[config.mk]
export PLATFORM = sky130hd
export DESIGN_NAME = pli_dec
export DESIGN_NICKNAME = d
export VERILOG_FILES = /design/src/rtl/pli_pkg.sv /design/src/rtl/pli_dec.sv
export SDC_FILE = /design/constraint.sdc
export NUM_CORES = 1
export LEC_CHECK = 0
export ABC_AREA = 0
export ABC_CLOCK_PERIOD_IN_PS = 8200
export BUFFER_PORTS_ARGS = -buffer_cell sky130_fd_sc_hd__buf_2
export CELL_PAD_IN_SITES_DETAIL_PLACEMENT = 0
export CELL_PAD_IN_SITES_GLOBAL_PLACEMENT = 1
export CORE_MARGIN = 2
export CORE_UTILIZATION = 34
export DETAILED_ROUTE_END_ITERATION = 12
export GPL_ROUTABILITY_DRIVEN = 1
export GPL_TIMING_DRIVEN = 0
export PLACE_DENSITY = 0.92
export SYNTH_ARGS = -nofsm -noshare
export SYNTH_HDL_FRONTEND = slang
export SYNTH_SLANG_ARGS = --single-unit
[constraint.sdc]
create_clock -name vclk -period 8.2
set_clock_uncertainty 0.05 [all_clocks]
set_input_delay 1.64 -clock vclk [all_inputs]
set_output_delay 1.64 -clock vclk [all_outputs]
set_load 0.02 [all_outputs]
[src/rtl/pli_pkg.sv]
// shared types and codes for the positional insert/delete list
// no dependencies; imported by pli_dec, pli_seq and positional_list_insert_delete
package pli_pkg;

    localparam int CAPACITY_DEF = 256;

    localparam int REQ_W   = 3;
    localparam int INDEX_W = 16;
    localparam int DATA_W  = 32;
    localparam int STAT_W  = 2;
    localparam int LEN_W   = 9;

    localparam logic [REQ_W-1:0] REQ_READ       = 3'd0;
    localparam logic [REQ_W-1:0] REQ_INS_INDEX  = 3'd1;
    localparam logic [REQ_W-1:0] REQ_INS_HEAD   = 3'd2;
    localparam logic [REQ_W-1:0] REQ_INS_TAIL   = 3'd3;
    localparam logic [REQ_W-1:0] REQ_DELETE     = 3'd4;

    localparam logic [STAT_W-1:0] ST_DONE  = 2'd0;
    localparam logic [STAT_W-1:0] ST_RANGE = 2'd1;
    localparam logic [STAT_W-1:0] ST_FULL  = 2'd2;

    localparam logic [DATA_W-1:0] MISS_VALUE = '1;

    typedef enum logic [1:0] {
        K_NONE   = 2'd0,
        K_READ   = 2'd1,
        K_INSERT = 2'd2,
        K_DELETE = 2'd3
    } t_kind;

    typedef struct packed {
        t_kind              kind;
        logic [STAT_W-1:0]  status;
    } t_dec;

endpackage

[src/rtl/pli_dec.sv]
// request decode: range and full checks, start position of the walk
// depends on pli_pkg
module pli_dec #(
    parameter int CAPACITY = pli_pkg::CAPACITY_DEF,
    parameter int AW       = $clog2(CAPACITY),
    parameter int CW       = $clog2(CAPACITY + 1)
) (
    input  logic [pli_pkg::REQ_W-1:0]          i_req_type,
    input  logic signed [pli_pkg::INDEX_W-1:0] i_index,
    input  logic [CW-1:0]                      i_count,
    output pli_pkg::t_dec                      o_dec,
    output logic [AW-1:0]                      o_pos
);
    import pli_pkg::*;

    logic               idx_neg;
    logic [INDEX_W-1:0] idx_u;
    logic [INDEX_W-1:0] cnt_u;
    logic               in_range;
    logic [INDEX_W-1:0] ins_pos;
    logic               is_full;

    assign idx_neg  = i_index[INDEX_W-1];
    assign idx_u    = INDEX_W'(i_index);
    assign cnt_u    = INDEX_W'(i_count);
    assign in_range = !idx_neg && (idx_u < cnt_u);
    assign is_full  = (i_count == CW'(CAPACITY));

    always_comb begin
        ins_pos      = '0;
        o_dec.kind   = K_NONE;
        o_dec.status = ST_RANGE;
        case (i_req_type)
            REQ_READ: begin
                ins_pos = idx_u;
                if (in_range) begin
                    o_dec.kind   = K_READ;
                    o_dec.status = ST_DONE;
                end
            end
            REQ_INS_INDEX, REQ_INS_HEAD, REQ_INS_TAIL: begin
                if (i_req_type == REQ_INS_TAIL) begin
                    ins_pos = cnt_u;
                end else if (i_req_type == REQ_INS_HEAD || idx_neg) begin
                    ins_pos = '0;
                end else begin
                    ins_pos = idx_u;
                end
                // range check comes before the full check
                if (ins_pos > cnt_u) begin
                    o_dec.status = ST_RANGE;
                end else if (is_full) begin
                    o_dec.status = ST_FULL;
                end else begin
                    o_dec.kind   = K_INSERT;
                    o_dec.status = ST_DONE;
                end
            end
            REQ_DELETE: begin
                ins_pos = idx_u;
                if (in_range) begin
                    o_dec.kind   = K_DELETE;
                    o_dec.status = ST_DONE;
                end
            end
            default: begin
                ins_pos = '0;
            end
        endcase
    end

    assign o_pos = ins_pos[AW-1:0];

endmodule

# Yosys cells after proc, flatten, opt, wreduce, memory -nomap -nowiden

Cells that the tools add are included.
Widths: inputs -> output; s select.

Register bits: 0
Input bits: 28

Equality and inequality tests: 5
Reduce and logical (&&, ||, !) cells: 6
Multiplexer cells: 11
$lt $le $gt $ge: 2

Operators by type and width:

| kind               | count |
|---|---|
| $mux 16            | 3 |
| $gt 16x9->1        | 1 |
| $lt 16x9->1        | 1 |
| $pmux 8 s2         | 1 |
| $pmux 4 s3         | 1 |
| $eq 9x9->1 const B | 1 |
| $mux 2             | 4 |
| $eq 3x2->1 const B | 2 |
| $mux 4             | 1 |
| $eq 3x1->1 const B | 1 |
| $eq 3x3->1 const B | 1 |
| $logic_not 3->1    | 1 |
| $mux 3             | 1 |
| $reduce_or 3->1    | 1 |
| $reduce_or 2->1    | 1 |
| $logic_and 1x1->1  | 1 |
| $logic_not 1->1    | 1 |
| $logic_or 1x1->1   | 1 |

# Longest topological paths before layout

Gate-level depths: netlist of run 1.

Depth in word-level cells: 8
Depth in mapped cells: 10

# Worst setup path after synthesis of run 1

No wires, ideal clock.

Kind: input to output
From: input port i_req_type[2] (netlist bit)
To: output port o_dec[1] (netlist bit)
Stages on the path: 10
Setup slack: 2.791 ns
Arrival: 3.719 ns
Path through: inv_2 -> and3_1 -> clkbuf_1 -> a22o_1 -> ha_1 -> nor2b_1 -> o21ai_1 -> a21boi_1 -> o31ai_1 -> nor3b_1

RTL lines:

| element         | RTL line      | source |
|---|---|---|
| start, declared | pli_dec.sv:8  | `input logic [pli_pkg::REQ_W-1:0] i_req_type,` |
| end, declared   | pli_dec.sv:11 | `output pli_pkg::t_dec o_dec,` |

==> results of run 1 <==
## cell usage in the layout (no fill, tap or decap), drive strengths merged, types with 2 or more instances in the layout
cell	instances
buf	40
nand2	19
ha	17
o21ai	12
inv	11
a22o	8
a21oi	5
nand3	3
nor2	3
nor3	3
clkbuf	2
nand4	2
## stage by stage
step           total power, mW  setup slack [ps]  utilization [%]  instances
2_1_floorplan           0.0326              2790                -        102
3_3_place_gp            0.0506              2510             47.9        169
3_5_place_dp            0.0519              2450             47.9        169
4_1_cts                 0.0523              2440             47.9        169
5_1_grt                 0.0582              2270             47.9        169
6_report                0.0519              2440             47.9        169
## final cells by class
type | count | area [um^2] | share of cell area (%)
well taps | 27 | 33.8 | 3.60
inverters | 11 | 41.3 | 4.39
multi-input cells | 89 | 657 | 69.9
plain buffers | 2 | 7.51 | 0.799
repair buffers | 40 | 200 | 21.3
## how the worst min path moves through the flow
stage          slack [ps]       end       start
2_1_floorplan        3390  o_dec[2]  i_index[9]
3_5_place_dp         3590  o_pos[4]  i_index[4]
5_1_grt              3610  o_pos[5]  i_index[5]
3_3_place_gp         3580  o_pos[5]  i_index[5]
4_1_cts              3590  o_pos[0]  i_index[0]
6_report             3590  o_pos[5]  i_index[5]
## routing by layer
| metal | wire length (um) | global-route usage, % |
|---|---|---|
| met1 | 874 | 20.7 |
| met2 | 1070 | 33.3 |
| met3 | 101 | 1.21 |
| met4 | 35 | 4.17 |
| met5 | 0 | 0 |
## logic make-up after synthesis
logic type / after synthesis / share of synthesized area (%)
compound gates: 35 / 37.4
fa+ha+maj: 17 / 30.1
buf+inv: 13 / 6.92
simple gates: 37 / 25.5
## where the power goes
| group | internal [mW] | leakage [nW] | switching, mW |
|---|---|---|---|
| Sequential | 0 | 0 | 0 |
| Combinational | 0.0220 | 0.487 | 0.0299 |
| Clock | 0 | 0 | 0 |
| Total | 0.0220 | 0.487 | 0.0299 |
==> summary.md, run 1 <==
| Metric | Value |
|---|---|
| Final min period | 5760 ps |
| Via count | 931 |
| Final setup viols | 0 |
| Top cell type's share of synthesized area | 30.1% |
| Global-route wire length before repair | 3.54 mm |
| FILL cells | 227 |
| Dpl cell area | 940 um^2 |
| Register area | 0 um^2 |
| Crit-path slowest cell | clkbuf_1 |
| Post-synthesis net count | 147 |
| Tcrit/Tclk final | 70.2% |
| Crit path DAT | 4070 ps |
| Synth Instances | 102 |
| Slew @ Worst Pin | 513 ps |
| Relative slew margins | 65.7% |
| Antenna Nets Post-Route | 0 |
| Vias per cell | 5.51 |
| Post-CTS setup buffers | 0 |
| CLK BUF | 0 |
| Bufs and invs on worst path | 4 |
| Critical path origin | i_req_type[2] |
| Worst path depth | 12 |
| Grt ovf | 0 |
| Worst hold path type | input port to output pin |
| Max Freq | 0.174 GHz |
| Leakage power | 0.487 nW |
| PwrDens | 55.3 nW/um^2 |
| CP Capture Point | o_dec[1] |
| NumNets Final | 189 |
| Synthesized area | 706 um^2 |
| Layout area overhead | 33.2% |
| Area contributors post-synth | ha_1 (30%), a22o_1 (9.9%), nand2_1 (9.6%) |
| Final Hold Fails | 0 |
| Pin count of the biggest net entering global routing | 11 |
| CTS resizes | 0 |
| Final HPWL DP | 1.80 mm |
| Final hold slack | 3590 ps |
| Core Rows | 16 |
| Layout cells sized above 1 | 33.1% |
| Die ar. | 2460 um^2 |
| Seq Cell Count | 0 |
| Synth warnings | 0 |
| Post-synthesis sequential area ratio | 0% |
| Initial antenna violation count | 0 |
| GR Util All Layers | 17.4% |
| Vias in the first global route | 858 |
| Post-synthesis cell type count | 33 |
| Placer Congestion | 0.891 |
| CP Launch Type | input port |
| Die H | 49.6 um |
| Commonest cells post-synth | nand2_1 (18), ha_1 (17), inv_1 (10), o21ai_1 (10), a22o_1 (8) |
| PortBufs | 40 |
| Pre-Repair DR Iteration Count | 4 |
| Drt wl/cell | 12.3 um |
| Post-Layout Inst Area | 940 um^2 |
| Cts hold-fix bufs | 0 |
| Iteration-0 DRC Markers | 7 |
| CP dominant cell by count | buf_2 |
| # diodes | 0 |
| Data required time of the worst path | 6510 ps |
| Setup crit end kind | output pin |
| IO Count | 40 |
| Mean Syn Cell Area | 6.92 um^2 |
| TNS Setup | 0 ps |
| Detailed Route WL | 2.09 mm |
| Yosys top cell by area | ha_1 |
| WHS Path Cells | 4 |
| CP top delay family | buffers and inverters |
| Crit Path Class | input port to output pin |
| Initial Util | 36.0% |
| DRC viols | 0 |
| Worst vdd ir | 18.2 uV |
| RSZ-0062 raised after global routing | no |
| Core Region | 1960 um^2 |
| Max-slew violations | 0 |
| Max-cap violations | 0 |
| Most numerous cell in the Yosys netlist | nand2_1 |
| CP peak stage delay | 380 ps |
| Overall die width | 49.6 um |
| Outcome | finished clean |
| Critical path fanouts, max | 10 |
| CP cell instances | buf_2 -> inv_2 -> and3_1 -> clkbuf_1 -> a22o_1 -> ha_1 -> nor2b_1 -> o21ai_1 -> a21boi_1 -> o31ai_1 -> nor3b_1 -> buf_2 |
Power figures use the tool's default switching activity.
==> run 2: changes to the inputs <==
==> config.mk (replaced) <==
export PLATFORM = sky130hd
export DESIGN_NAME = pli_dec
export DESIGN_NICKNAME = d
export VERILOG_FILES = /design/src/rtl/pli_pkg.sv /design/src/rtl/pli_dec.sv
export SDC_FILE = /design/constraint.sdc
export NUM_CORES = 1
export LEC_CHECK = 0
export ABC_AREA = 1
export ABC_CLOCK_PERIOD_IN_PS = 5600
export BUFFER_PORTS_ARGS = -buffer_cell sky130_fd_sc_hd__buf_2
export CELL_PAD_IN_SITES_DETAIL_PLACEMENT = 0
export CELL_PAD_IN_SITES_GLOBAL_PLACEMENT = 1
export CORE_MARGIN = 2
export CORE_UTILIZATION = 31
export DETAILED_ROUTE_END_ITERATION = 12
export GPL_ROUTABILITY_DRIVEN = 1
export GPL_TIMING_DRIVEN = 0
export PLACE_DENSITY = 0.86
export SYNTH_ARGS = -nofsm -noshare
export SYNTH_HDL_FRONTEND = slang
export SYNTH_SLANG_ARGS = --single-unit
==> constraint.sdc (replaced) <==
create_clock -name vclk -period 5.6
set_clock_uncertainty 0.05 [all_clocks]
set_input_delay 1.12 -clock vclk [all_inputs]
set_output_delay 1.12 -clock vclk [all_outputs]
set_load 0.02 [all_outputs]
==> run 2 against run 1 <==
Compared with the run above:
- non-clock buffer count is 1 higher
- die area increased by 18%
- worst setup slack got worse by 950 ps
- cell count up 22%
- clock-buffer cell count unchanged
- via count increased by 5.2%
- power grew 44%
- sequential share of layout area unchanged
- utilization fell by 6.2 points
- wire length decreased by 2.1%
==> summary.md, run 2 <==
| Metric | Value |
|---|---|
| Core Rows | 18 |
| Crit-path slowest cell | ha_1 |
| Mux cell area share after synthesis | 0% |
| Cts hold-fix bufs | 0 |
| Max-cap violations | 0 |
| Synth Area in Adders | 27.7% |
| Synth Instances | 136 |
| Setup crit end kind | output pin |
| Detailed Route WL | 2.04 mm |
| Total power | 0.0746 mW |
| Clk pwr share | 0% |
| Main combinational cell family by area after synthesis | simple AND/OR/NAND/NOR gates |
| XOR/XNOR Fraction of Synth Area | 0% |
| Hold Startpoint | i_index[1] |
| Most common cell after layout, fill and taps aside | buf_2 |
| CP top delay family | simple AND/OR/NAND/NOR gates |
| CLK BUF | 0 |
| Critical path fanouts, max | 10 |
| Crit path DAT | 2940 ps |
| Post-CTS setup buffers | 0 |
| Core Region | 2410 um^2 |
| Final HPWL DP | 1.76 mm |
| Max Freq | 0.243 GHz |
| Worst hold path type | input port to output pin |
| CP dominant cell by count | nand2_1 |
| Switching Share | 59.7% |
| Area contributors post-synth | ha_1 (28%), inv_1 (16%), nand2_1 (16%) |
| Most frequent cells in the layout | buf_2 (41), inv_1 (32), nand2_1 (32), ha_1 (17), nand3_1 (12) |
| PortBufs | 40 |
| Placer Congestion | 0.806 |
| Slew @ Worst Pin | 363 ps |
| DRC viols | 0 |
| Post-synthesis net count | 181 |
| TNS Setup | 0 ps |
| Vias in the first global route | 802 |
| IO Count | 40 |
| Data required time of the worst path | 4430 ps |
| Via count | 979 |
| Post-Layout Inst Area | 1010 um^2 |
| CTS resizes | 0 |
| CP peak stage delay | 280 ps |
| P_int | 0.0301 mW |
| Grt ovf | 0 |
| Layout cells sized above 1 | 25.6% |
| Comb pwr share | 100.0% |
| CP cell instances | buf_2 -> inv_1 -> buf_4 -> nand3_2 -> o22ai_1 -> ha_1 -> nand2_1 -> inv_1 -> nand2_1 -> nand2_1 -> nand2_1 -> nand3_1 -> nand2_1 -> nand2_1 -> nor2_1 -> buf_2 |
| Die H | 53.8 um |
| Leakage power | 0.642 nW |
| Util after Layout | 41.7% |
| CP Launch Type | input port |
| Layout area overhead | 30.9% |
| Commonest cells post-synth | inv_1 (32), nand2_1 (32), ha_1 (17) |
| Bufs and invs on worst path | 5 |
| FILL cells | 260 |
| Drt wl/cell | 9.91 um |
| Pre-Repair DR Iteration Count | 4 |
| Top cell type's share of synthesized area | 27.7% |
| Max-slew violations | 0 |
| Antenna Nets Post-Route | 0 |
| Dpl cell area | 1010 um^2 |
| Seq Cell Count | 0 |
| # diodes | 0 |
| Synth warnings | 0 |
| Flop pwr share | 0% |
| Global-route wire length before repair | 3.25 mm |
| P_sw | 0.0446 mW |
| PwrDens | 74.2 nW/um^2 |
| Post-synthesis sequential area ratio | 0% |
| Initial antenna violation count | 0 |
| Final hold slack | 2590 ps |
| Mean Syn Cell Area | 5.65 um^2 |
| RSZ-0062 raised after global routing | no |
| Initial Util | 31.9% |
| Yosys top cell by area | ha_1 |
| Pin count of the biggest net entering global routing | 11 |
| Overall die width | 53.8 um |
| NumNets Final | 223 |
| Post-Synth Simple-Gate Area | 37.1% |
| Outcome | finished clean |
| Tcrit/Tclk final | 73.4% |
| Iteration-0 DRC Markers | 18 |
| Post-synthesis compound-gate area fraction | 16.4% |
| Register area | 0 um^2 |
| Synthesized area | 768 um^2 |
| Post-synthesis cell type count | 18 |
| Final Hold Fails | 0 |
| Critical path origin | i_req_type[2] |
| Die ar. | 2890 um^2 |
| Final setup viols | 0 |
| Crit Path Class | input port to output pin |
| GR Util All Layers | 14.7% |
| Final min period | 4110 ps |
| Vias per cell | 4.75 |
| Relative slew margins | 75.6% |
| Worst vdd ir | 29.7 uV |
-- run 2: changes by cell type in the layout (fill, tap and decap cells not counted), moves of 3 or more --
cell	before	now
nand3_1	3	12
nand2_1	18	32
nor2_1	3	6
o21ai_0	2	8
o21ai_1	10	0
inv_1	10	32
o22ai_1	0	9
a22o_1	8	0
-- run 2: tightest hold or removal path: cells and delay by family --
kind | cells | cell delay, ps
buf+inv | 3 | 330
compound gates | 1 | 80
-- run 2: power by group through the flow --
| stage | Sequential [mW] | Combinational (mW) | Clock, mW |
|---|---|---|---|
| final | 0 | 0.0746 | 0 |
| after global routing | 0 | 0.0857 | 0 |
| after CTS | 0 | 0.0754 | 0 |
| after detailed placement | 0 | 0.0751 | 0 |
| after global placement | 0 | 0.0738 | 0 |
| after floorplan | 0 | 0.0484 | 0 |
-- run 2: worst paths after layout --
check | endpoint | slack, ps | cells after the start
max | o_dec[1] | 1490 | 16
min | o_pos[1] | 2590 | 4
-- run 2: area by class of cell --
cell class	instances	area [um^2]	area share, %
Multi-Input combinational cell	101	624	62.1
Timing Repair Buffer	40	200	19.9
Inverter	32	120	11.9
Tap cell	30	37.5	3.73
Buffer	3	23.8	2.36
-- run 2: metrics by stage --
step,setup WS [ps],instances
floorplan,1780,136
global placement,1510,206
detailed placement,1490,206
CTS,1470,206
global route,1260,206
finish,1490,206
-- run 2: cell families after synthesis --
| logic type | after synthesis |
|---|---|
| simple gates | 61 |
| fa+ha+maj | 17 |
| buf+inv | 35 |
| compound gates | 23 |
-- run 2: layer usage --
layer | vias up | routed length [um] | global-route usage, %
met3 | 0 | 113 | 0.556
met2 | 29 | 1010 | 28.9
li1 | 531 | - | -
met5 | - | 0 | 0
met1 | 419 | 921 | 18.3
met4 | 0 | 0 | 0
